### src/lgct_pkg.sv
// ----------------------------------------------------------------------------
// lgct_pkg
// shared constants, codes and beat types of the chunk transmitter
// ----------------------------------------------------------------------------
package lgct_pkg;

	localparam int NumSamples = 32;
	localparam int IdxW       = $clog2(NumSamples);
	localparam int CntW       = $clog2(NumSamples + 1);
	localparam int StoreW     = 32;

	localparam int QDepth = 4;
	localparam int QPtrW  = $clog2(QDepth);
	localparam int QCntW  = $clog2(QDepth + 1);

	localparam logic [7:0] RssiThresholdRst = 8'hBA;
	localparam logic [7:0] RequiredRunRst   = 8'd3;
	localparam logic [5:0] SampleCountRst   = 6'd20;

	typedef enum logic [1:0] {
		FuncSample = 2'd0,
		FuncBeacon = 2'd1,
		FuncAck    = 2'd2,
		FuncTimer  = 2'd3
	} func_t;

	typedef enum logic [1:0] {
		KindBeacon  = 2'd0,
		KindRequest = 2'd1,
		KindData    = 2'd2,
		KindDone    = 2'd3
	} kind_t;

	typedef enum logic [1:0] {
		CfgRssiThreshold = 2'd0,
		CfgRequiredRun   = 2'd1,
		CfgSampleCount   = 2'd2
	} cfg_idx_t;

	typedef struct packed {
		logic        vld;
		kind_t       kind;
		logic [4:0]  seq;
		logic        link;
		logic        last;
	} desc_t;

	typedef struct packed {
		kind_t       kind;
		logic [4:0]  chunk_seq;
		logic [15:0] light_value;
		logic [15:0] motion_value;
		logic        link_up;
		logic        last;
	} beat_t;

	typedef struct packed {
		logic  a_vld;
		logic  b_vld;
		beat_t a;
		beat_t b;
	} push_t;

endpackage

### src/lgct_ram.sv
// ----------------------------------------------------------------------------
// lgct_ram
// generic single-write, single-read ram with registered read data
// ----------------------------------------------------------------------------
module lgct_ram #(
	parameter int Width = 32,
	parameter int Depth = 32
) (
	input  logic                     clk,
	input  logic                     we,
	input  logic [$clog2(Depth)-1:0] waddr,
	input  logic [Width-1:0]         wdata,
	input  logic                     re,
	input  logic [$clog2(Depth)-1:0] raddr,
	output logic [Width-1:0]         rdata
);

	logic [Width-1:0] mem_q [Depth];

	always_ff @(posedge clk) begin
		if (we) begin
			mem_q[waddr] <= wdata;
		end
		if (re) begin
			rdata <= mem_q[raddr];
		end
	end

endmodule

### src/lgct_front.sv
// ----------------------------------------------------------------------------
// lgct_front
// accepts events, updates link and transfer state, writes and reads the sample store
// and hands up to two result beats per event to the queue
// ----------------------------------------------------------------------------
module lgct_front (
	input  logic                    clk,
	input  logic                    arst_n,
	input  logic                    cfg_we,
	input  logic [1:0]              cfg_index,
	input  logic [7:0]              cfg_data,
	input  logic                    in_valid,
	output logic                    in_stall,
	input  logic [1:0]              func,
	input  logic signed [15:0]      light_sample,
	input  logic signed [15:0]      motion_sample,
	input  logic signed [7:0]       rssi,
	input  logic [7:0]              ack_seq,
	input  logic [lgct_pkg::QCntW-1:0] q_cnt,
	output lgct_pkg::push_t         push
);

	logic [7:0] thr_q;
	logic [7:0] run_q;
	logic [5:0] scount_q;

	logic                      link_q, link_n;
	logic [7:0]                good_q, good_n;
	logic [7:0]                bad_q, bad_n;
	logic [lgct_pkg::CntW-1:0] fill_q, fill_n;
	logic                      full_q, full_n;
	logic                      active_q, active_n;
	logic [lgct_pkg::IdxW-1:0] chunk_q, chunk_n;

	lgct_pkg::desc_t desc_a_s1, desc_b_s1, desc_a_n, desc_b_n;

	logic                      acc;
	logic [lgct_pkg::CntW-1:0] count;
	logic [7:0]                need;
	logic [lgct_pkg::CntW-1:0] fill_inc;
	logic [lgct_pkg::CntW-1:0] chunk_inc;
	logic                      good_rx;
	logic                      ram_we, ram_re;
	logic [lgct_pkg::IdxW-1:0] ram_waddr, ram_raddr;
	logic [lgct_pkg::StoreW-1:0] ram_rdata;
	logic [lgct_pkg::QCntW:0]  slots;
	logic                      rd_zero_n, rd_zero_s1;

	lgct_ram #(
		.Width(lgct_pkg::StoreW),
		.Depth(lgct_pkg::NumSamples)
	) u_store (
		.clk   (clk),
		.we    (ram_we),
		.waddr (ram_waddr),
		.wdata ({light_sample, motion_sample}),
		.re    (ram_re),
		.raddr (ram_raddr),
		.rdata (ram_rdata)
	);

	// room for everything in flight plus two beats of this event
	assign slots = {1'b0, q_cnt} + (lgct_pkg::QCntW+1)'(desc_a_s1.vld)
		+ (lgct_pkg::QCntW+1)'(desc_b_s1.vld) + (lgct_pkg::QCntW+1)'(2);
	assign in_stall = slots > (lgct_pkg::QCntW+1)'(lgct_pkg::QDepth);
	assign acc = in_valid && !in_stall;

	always_comb begin
		if (scount_q == 6'd0) begin
			count = lgct_pkg::CntW'(1);
		end else if ({3'b0, scount_q} > 9'(lgct_pkg::NumSamples)) begin
			count = lgct_pkg::CntW'(lgct_pkg::NumSamples);
		end else begin
			count = lgct_pkg::CntW'(scount_q);
		end
	end

	assign need      = (run_q == 8'd0) ? 8'd1 : run_q;
	assign fill_inc  = fill_q + lgct_pkg::CntW'(1);
	assign chunk_inc = lgct_pkg::CntW'(chunk_q) + lgct_pkg::CntW'(1);
	assign good_rx   = $signed(rssi) >= $signed(thr_q);
	assign ram_waddr = fill_q[lgct_pkg::IdxW-1:0];
	// entries at or past the fill level hold nothing of this round
	assign rd_zero_n = lgct_pkg::CntW'(ram_raddr) >= fill_q;

	always_comb begin
		link_n    = link_q;
		good_n    = good_q;
		bad_n     = bad_q;
		fill_n    = fill_q;
		full_n    = full_q;
		active_n  = active_q;
		chunk_n   = chunk_q;
		desc_a_n  = '0;
		desc_b_n  = '0;
		ram_we    = 1'b0;
		ram_re    = 1'b0;
		ram_raddr = '0;
		if (acc) begin
			case (func)
				lgct_pkg::FuncSample: begin
					if (!full_q) begin
						if (fill_q >= count) begin
							full_n = 1'b1;
						end else begin
							ram_we = 1'b1;
							fill_n = fill_inc;
							if (fill_inc >= count) begin
								full_n = 1'b1;
							end
						end
					end
				end
				lgct_pkg::FuncBeacon: begin
					if (good_rx) begin
						good_n = (good_q == 8'hFF) ? good_q : good_q + 8'd1;
						bad_n  = 8'd0;
					end else begin
						bad_n  = (bad_q == 8'hFF) ? bad_q : bad_q + 8'd1;
						good_n = 8'd0;
					end
					if (!link_q && good_n >= need) begin
						link_n = 1'b1;
					end
					if (link_n && bad_n >= need) begin
						link_n = 1'b0;
					end
					if (full_q && link_n && !active_q) begin
						active_n       = 1'b1;
						chunk_n        = '0;
						ram_re         = 1'b1;
						ram_raddr      = '0;
						desc_a_n.vld   = 1'b1;
						desc_a_n.kind  = lgct_pkg::KindRequest;
						desc_a_n.link  = link_n;
						desc_b_n.vld   = 1'b1;
						desc_b_n.kind  = lgct_pkg::KindData;
						desc_b_n.link  = link_n;
						desc_b_n.last  = 1'b1;
					end
				end
				lgct_pkg::FuncAck: begin
					if (active_q && ack_seq == 8'(chunk_q)) begin
						desc_a_n.vld  = 1'b1;
						desc_a_n.last = 1'b1;
						if (chunk_inc >= count) begin
							fill_n        = '0;
							full_n        = 1'b0;
							active_n      = 1'b0;
							chunk_n       = '0;
							good_n        = 8'd0;
							bad_n         = 8'd0;
							link_n        = 1'b0;
							desc_a_n.kind = lgct_pkg::KindDone;
							desc_a_n.link = 1'b0;
						end else begin
							chunk_n       = chunk_inc[lgct_pkg::IdxW-1:0];
							ram_re        = 1'b1;
							ram_raddr     = chunk_inc[lgct_pkg::IdxW-1:0];
							desc_a_n.kind = lgct_pkg::KindData;
							desc_a_n.seq  = 5'(chunk_inc);
							desc_a_n.link = link_q;
						end
					end
				end
				lgct_pkg::FuncTimer: begin
					if (!active_q) begin
						desc_a_n.vld  = 1'b1;
						desc_a_n.kind = lgct_pkg::KindBeacon;
						desc_a_n.link = link_q;
						desc_a_n.last = 1'b1;
					end
				end
				default: begin
				end
			endcase
		end
	end

	always_ff @(posedge clk or negedge arst_n) begin
		if (!arst_n) begin
			thr_q    <= lgct_pkg::RssiThresholdRst;
			run_q    <= lgct_pkg::RequiredRunRst;
			scount_q <= lgct_pkg::SampleCountRst;
		end else if (cfg_we) begin
			case (cfg_index)
				lgct_pkg::CfgRssiThreshold: thr_q    <= cfg_data;
				lgct_pkg::CfgRequiredRun:   run_q    <= cfg_data;
				lgct_pkg::CfgSampleCount:   scount_q <= cfg_data[5:0];
				default: begin
				end
			endcase
		end
	end

	always_ff @(posedge clk or negedge arst_n) begin
		if (!arst_n) begin
			link_q     <= 1'b0;
			good_q     <= 8'd0;
			bad_q      <= 8'd0;
			fill_q     <= '0;
			full_q     <= 1'b0;
			active_q   <= 1'b0;
			chunk_q    <= '0;
			desc_a_s1  <= '0;
			desc_b_s1  <= '0;
			rd_zero_s1 <= 1'b0;
		end else begin
			link_q     <= link_n;
			good_q     <= good_n;
			bad_q      <= bad_n;
			fill_q     <= fill_n;
			full_q     <= full_n;
			active_q   <= active_n;
			chunk_q    <= chunk_n;
			desc_a_s1  <= desc_a_n;
			desc_b_s1  <= desc_b_n;
			rd_zero_s1 <= rd_zero_n;
		end
	end

	// data beats pick up the store word read in the accepting cycle
	always_comb begin
		push.a_vld          = desc_a_s1.vld;
		push.b_vld          = desc_b_s1.vld;
		push.a.kind         = desc_a_s1.kind;
		push.a.chunk_seq    = desc_a_s1.seq;
		push.a.link_up      = desc_a_s1.link;
		push.a.last         = desc_a_s1.last;
		push.a.light_value  = '0;
		push.a.motion_value = '0;
		push.b.kind         = desc_b_s1.kind;
		push.b.chunk_seq    = desc_b_s1.seq;
		push.b.link_up      = desc_b_s1.link;
		push.b.last         = desc_b_s1.last;
		push.b.light_value  = '0;
		push.b.motion_value = '0;
		if (desc_a_s1.kind == lgct_pkg::KindData && !rd_zero_s1) begin
			push.a.light_value  = ram_rdata[31:16];
			push.a.motion_value = ram_rdata[15:0];
		end
		if (desc_b_s1.kind == lgct_pkg::KindData && !rd_zero_s1) begin
			push.b.light_value  = ram_rdata[31:16];
			push.b.motion_value = ram_rdata[15:0];
		end
	end

	assert property (@(posedge clk) disable iff (!arst_n) active_q |-> full_q)
		else $error("transfer running without a full store");
	assert property (@(posedge clk) disable iff (!arst_n) desc_b_s1.vld |-> desc_a_s1.vld)
		else $error("second beat without a first");
	assert property (@(posedge clk) disable iff (!arst_n) !acc |=> $stable(link_q))
		else $error("link state moved without an event");

endmodule

### src/lgct_queue.sv
// ----------------------------------------------------------------------------
// lgct_queue
// result queue: takes up to two beats per cycle and, when not stalled, delivers one
// ----------------------------------------------------------------------------
module lgct_queue (
	input  logic                       clk,
	input  logic                       arst_n,
	input  lgct_pkg::push_t            push,
	output logic [lgct_pkg::QCntW-1:0] cnt,
	output logic                       out_valid,
	input  logic                       out_stall,
	output lgct_pkg::beat_t            head
);

	lgct_pkg::beat_t            entries_q [lgct_pkg::QDepth];
	logic [lgct_pkg::QPtrW-1:0] wr_ptr_q, rd_ptr_q;
	logic [lgct_pkg::QCntW-1:0] cnt_q;
	logic [lgct_pkg::QCntW-1:0] push_n;
	logic                       pop;

	assign push_n    = lgct_pkg::QCntW'(push.a_vld) + lgct_pkg::QCntW'(push.b_vld);
	assign out_valid = cnt_q != '0;
	assign pop       = out_valid && !out_stall;
	assign head      = entries_q[rd_ptr_q];
	assign cnt       = cnt_q;

	always_ff @(posedge clk) begin
		if (push.a_vld) begin
			entries_q[wr_ptr_q] <= push.a;
		end
		if (push.b_vld) begin
			entries_q[wr_ptr_q + lgct_pkg::QPtrW'(1)] <= push.b;
		end
	end

	always_ff @(posedge clk or negedge arst_n) begin
		if (!arst_n) begin
			wr_ptr_q <= '0;
			rd_ptr_q <= '0;
			cnt_q    <= '0;
		end else begin
			wr_ptr_q <= wr_ptr_q + lgct_pkg::QPtrW'(push_n);
			rd_ptr_q <= rd_ptr_q + lgct_pkg::QPtrW'(pop);
			cnt_q    <= cnt_q + push_n - lgct_pkg::QCntW'(pop);
		end
	end

	assert property (@(posedge clk) disable iff (!arst_n)
		({1'b0, cnt_q} + {1'b0, push_n}) <= (lgct_pkg::QCntW+1)'(lgct_pkg::QDepth))
		else $error("queue overflow");
	assert property (@(posedge clk) disable iff (!arst_n) push.b_vld |-> push.a_vld)
		else $error("queue push out of order");

endmodule

### src/link_gated_chunk_transmitter.sv
// ----------------------------------------------------------------------------
// link_gated_chunk_transmitter
// flow: an accepted event is registered in the front stage, its beats are then
//   written to the result queue and offered from its head in order
// throughput: one event per cycle while the four-entry result queue has room
//   for in-flight beats and two more; results leave at one beat per cycle unless stalled
// reset: asynchronous, clears link state, counters, transfer state and queue;
//   sample store contents stay undefined until written
// ----------------------------------------------------------------------------
module link_gated_chunk_transmitter (
	input  logic               clk,
	input  logic               arst_n,
	input  logic               cfg_we,
	input  logic [1:0]         cfg_index,
	input  logic [7:0]         cfg_data,
	input  logic               in_valid,
	output logic               in_stall,
	input  logic [1:0]         func,
	input  logic signed [15:0] light_sample,
	input  logic signed [15:0] motion_sample,
	input  logic signed [7:0]  rssi,
	input  logic [7:0]         ack_seq,
	output logic               out_valid,
	input  logic               out_stall,
	output logic [1:0]         pkt_kind,
	output logic [4:0]         chunk_seq,
	output logic signed [15:0] light_value,
	output logic signed [15:0] motion_value,
	output logic               link_up,
	output logic               last
);

	lgct_pkg::push_t            push;
	lgct_pkg::beat_t            head;
	logic [lgct_pkg::QCntW-1:0] q_cnt;

	lgct_front u_front (
		.clk           (clk),
		.arst_n        (arst_n),
		.cfg_we        (cfg_we),
		.cfg_index     (cfg_index),
		.cfg_data      (cfg_data),
		.in_valid      (in_valid),
		.in_stall      (in_stall),
		.func          (func),
		.light_sample  (light_sample),
		.motion_sample (motion_sample),
		.rssi          (rssi),
		.ack_seq       (ack_seq),
		.q_cnt         (q_cnt),
		.push          (push)
	);

	lgct_queue u_queue (
		.clk       (clk),
		.arst_n    (arst_n),
		.push      (push),
		.cnt       (q_cnt),
		.out_valid (out_valid),
		.out_stall (out_stall),
		.head      (head)
	);

	assign pkt_kind     = head.kind;
	assign chunk_seq    = head.chunk_seq;
	assign light_value  = head.light_value;
	assign motion_value = head.motion_value;
	assign link_up      = head.link_up;
	assign last         = head.last;

endmodule

### config.mk
export PLATFORM = sky130hd
export DESIGN_NAME = link_gated_chunk_transmitter
export DESIGN_NICKNAME = d
export VERILOG_FILES = /design/src/lgct_pkg.sv /design/src/lgct_ram.sv /design/src/lgct_front.sv /design/src/lgct_queue.sv /design/src/link_gated_chunk_transmitter.sv
export SDC_FILE = /design/constraint.sdc
export NUM_CORES = 2
export LEC_CHECK = 0
export BUFFER_PORTS_ARGS = -buffer_cell sky130_fd_sc_hd__buf_2
export CAP_MARGIN = 40
export CORE_MARGIN = 4
export CORE_UTILIZATION = 40
export CTS_CLUSTER_DIAMETER = 60
export DETAILED_ROUTE_END_ITERATION = 6
export HOLD_SLACK_MARGIN = 0.02
export PLACE_DENSITY_LB_ADDON = 0.05
export SYNTH_ARGS = -nofsm -noshare
export SYNTH_HDL_FRONTEND = slang
export SYNTH_SLANG_ARGS = --single-unit
export TNS_END_PERCENT = 100
### constraint.sdc
create_clock -name clk -period 12.15 [get_ports clk]
set_input_delay 2.43 -clock clk [delete_from_list [all_inputs] [get_ports clk]]
set_output_delay 2.43 -clock clk [all_outputs]
set_load 0.01 [all_outputs]
==> out/qor.json <==
{
  "grt": {
    "grt_start_max_net_pins": 123,
    "global_route.usage.total_pct": 23.4,
    "grt_antenna_before_repair": 13,
    "grt_pass1_vias": 32400,
    "gr-total-overflow": 0,
    "grt_first_pass_wirelength_mm": 237
  },
  "pwr": {
    "vdd_drop_max_uv": 239,
    "power_density_cells_nw_per_um2": 206,
    "power_mw": 12.5,
    "cellLeakagePower_nw": 20.7
  },
  "floorplanning": {
    "dieWidth_um": 373,
    "die_area_um2": 139000,
    "io-pin-count": 108,
    "die-height_um": 373,
    "effective_utilization_at_floorplan_pct": 40.4,
    "fp.coreArea_um2": 132000,
    "row_count": 133
  },
  "setup_path": {
    "crit_path_kind": "input port to flip-flop",
    "crit_start": "rssi[0]",
    "cp-start-kind": "input port",
    "worstPathRequired_ps": 12530,
    "timing.critical_path.slowest_stage_cell": "sky130_fd_sc_hd__o21a_1",
    "timing.critical_path.cells": "buf_2, inv_1, ha_1, nand2b_1, a21o_1, a21oi_1, o211ai_1, o21a_1, nor2_1, ha_1, and3_1, a221oi_1, o21ai_0, a221oi_1, nand4b_1, a21oi_4, buf_4",
    "r2r-start": "u_front.chunk_q[0]$_DFFE_PN0P_",
    "worst-path-max-fanout": 32,
    "cp_arrival_ps": 6860,
    "timing.critical_path.to_type": "flip-flop",
    "largest_incremental_delay_on_the_critical_path_ps": 640
  },
  "placement": {
    "numPortBuffers": 107,
    "dpl.cell_count": 5218,
    "place.detailed.hpwl_mm": 89.5,
    "place_congestion": 0.802,
    "placed_area_um2": 56300,
    "dp_worst_setup_slack_ps": 4860
  },
  "synthesis": {
    "synth_xor_area_share_pct": 0.395,
    "yosysTopAreaCellShare_pct": 67.7,
    "post_synth_mux_area_share_pct": 7.22,
    "yosysSeqAreaShare_pct": 71.8,
    "synthesis.instances": 3500,
    "yosys_register_bits": 1292,
    "syn-cell-area_um2": 53300,
    "yosys.area_share.simple_pct": 7.27,
    "synth_compound_gate_area_share_pct": 9.36,
    "yosys_warnings": 0,
    "synth_enable_flop_cells": 1200,
    "syn-mean-instance-area_um2": 15.2,
    "synth_top_cell_by_area": "sky130_fd_sc_hd__edfxtp_1",
    "postSynthNetCount": 3632,
    "synth.lib_cells_used.distinct": 73,
    "ys_top_cells_by_area": "sky130_fd_sc_hd__edfxtp_1, sky130_fd_sc_hd__mux2i_1, sky130_fd_sc_hd__a21oi_1",
    "synthAdderAreaFrac_pct": 1.60,
    "dominant_combinational_cell_family_by_area_after_synthesis": "compound AO/OA/AOI/OAI gates",
    "async_sr_flop_fraction_pct": 5.57,
    "yosys_most_used_dff": "sky130_fd_sc_hd__edfxtp_1"
  },
  "routing": {
    "first_iteration_detailed_routing_drc_count": 3007,
    "avgRoutedWirePerCell_um": 30.2,
    "post-route-drc-count": 0,
    "wl_met3_mm": 11.2,
    "wirelength_met1_mm": 71.9,
    "drt_wl_total_mm": 166,
    "drt_pass1_iterations": 5,
    "dr_total_vias": 32200,
    "post_drt_via_cell_ratio": 5.86,
    "top_signal_layer_used": "met5",
    "detail_route_met2_wl_mm": 77.8,
    "drtAntennaViolNets": 0
  },
  "clock_tree": {
    "cts_made_buffers": 150,
    "cts.root.buffer_cell": "sky130_fd_sc_hd__clkbuf_16",
    "htree_num_levels": 4,
    "cts_max_path_buffers": 3,
    "clock_insertion_delay_worst_skew_ps": 770,
    "post_cts_resized": 0,
    "tritoncts_clock_tree": "yes",
    "postCtsSetupBuffers": 0,
    "cts_num_sinks": 1292,
    "clkSlewWorstSetupHoldPaths_ps": 60,
    "hold_buffers": 0
  },
  "timing": {
    "clock.fmax_mhz": 154,
    "timing.final.crit_share_pct": 53.3,
    "max_slew_margin_vs_limit_pct": 33.0,
    "rsz0062_at_grt": "false",
    "layout_setup_ws_ps": 5680,
    "finalHoldViolCount": 0,
    "final.min_clock_period_ps": 6470,
    "finalSetupViolations": 0,
    "maxSlewViolCount": 0,
    "fin_worst_skew_ps": 24.3,
    "whs_ps": 456,
    "setup-tns-final_ps": 0,
    "worst_slew_pin_tran_ps": 1010
  },
  "run_status": {
    "outcome": "finished, final reports clean"
  },
  "cells_and_area": {
    "final_design_area_no_fill_um2": 61000,
    "instances_no_fill": 5492,
    "most_common_library_cell_in_the_layout_ignoring_fill_and_taps": "sky130_fd_sc_hd__edfxtp_1",
    "design.final.nets": 3747,
    "drive_gt1_share_pct": 15.6,
    "fin_util_pct": 46.3,
    "final_cell_mix": "sky130_fd_sc_hd__edfxtp_1, sky130_fd_sc_hd__a21oi_1, sky130_fd_sc_hd__mux2i_1",
    "syn2layout_area_growth_pct": 14.5
  },
  "min_path": {
    "hold_path_class": "flip-flop to flip-flop",
    "hold_start": "u_queue.entries_q[3][37]$_SDFFE_PP0P_"
  },
  "run": {
    "max-cap-violations": 0
  }
}
[synthesized netlist by cell type (all sizes together), types with 44 or more instances]
master	count
a21oi	323
clkbuf	200
dfrtp	63
nand2b	44
nor2	220
edfxtp	1200
ha	65
mux2i	237
nor2b	102
mux2	49
inv	75
nand2	80
nand3	64
[final cells by class]
class	count	area, um^2
Antenna cell	6	15.0
Clock buffer	183	3990
Clock inverter	85	612
Fill cell	11500	70800
Inverter	76	285
Multi-Input combinational cell	1890	14200
Sequential cell	1292	38300
Tap cell	1755	2200
Timing Repair Buffer	205	1430
[final timing paths]
kind	cells after the start	slack, ps	end
worst max register to register	15	6300	u_front.u_store.rdata[18]$_DFFE_PP_
worst min-delay path	2	460	u_queue.entries_q[3][37]$_SDFFE_PP0P_
worst min register to register	2	460	u_queue.entries_q[3][37]$_SDFFE_PP0P_
worst max-delay path	17	5680	u_front.u_store.rdata[17]$_DFFE_PP_
min in group asynchronous	1	1580	u_front.thr_q[6]$_DFFE_PN0P_
max in group asynchronous	2	9980	u_queue.rd_ptr_q[0]$_DFF_PN0_
[critical path, delay by kind of cell]
family                     cells  cell delay (ps)
buffers and inverters          3              720
and+or+nand+nor                4              830
adders and majority gates      2              580
AOI/OAI and AO/OA              8             2260
[kinds of logic (layout without fill, tap and decap cells)]
kind of cell	count (synthesis)	after routing
flip-flops	1292	1292
AO/OA/AOI/OAI	749	749
AND/OR/NAND/NOR	723	723
multiplexers	327	327
buffers and inverters	318	549
adder cells (fa/ha/maj)	67	67
XOR/XNOR	24	24
other	0	6
[where the power goes]
group	total, mW	internal [mW]	leakage (nW)	switching (mW)
logic	3.22	0.999	6.56	2.23
clock network	4.26	2.46	2.24	1.80
registers	5.06	4.95	11.9	0.106
total	12.5	8.41	20.7	4.13
[state kept, by name, summed over array words and instances (netlist names), 2 cells and up]
| register | flops |
|---|---|
| u_front.push | 12 |
| u_front.bad_q | 8 |
| u_front.u_store.rdata | 32 |
| u_front.fill_q | 6 |
| u_front.thr_q | 8 |
| u_front.good_q | 8 |
| u_front.u_store.mem_q | 1024 |
| u_queue.entries_q | 164 |
| u_queue.wr_ptr_q | 2 |
| u_front.chunk_q | 5 |
| u_front.run_q | 8 |
| u_queue.cnt | 3 |
| u_queue.rd_ptr_q | 2 |
| u_front.scount_q | 6 |
[per-layer routing]
layer  global-route usage, %  up-vias
met5                       0        -
met4                    7.43        8
met3                    4.86      296
met2                    37.6     1142
met1                    32.2    16700
li1                        -    14000
(Power assumes the default switching activity.)
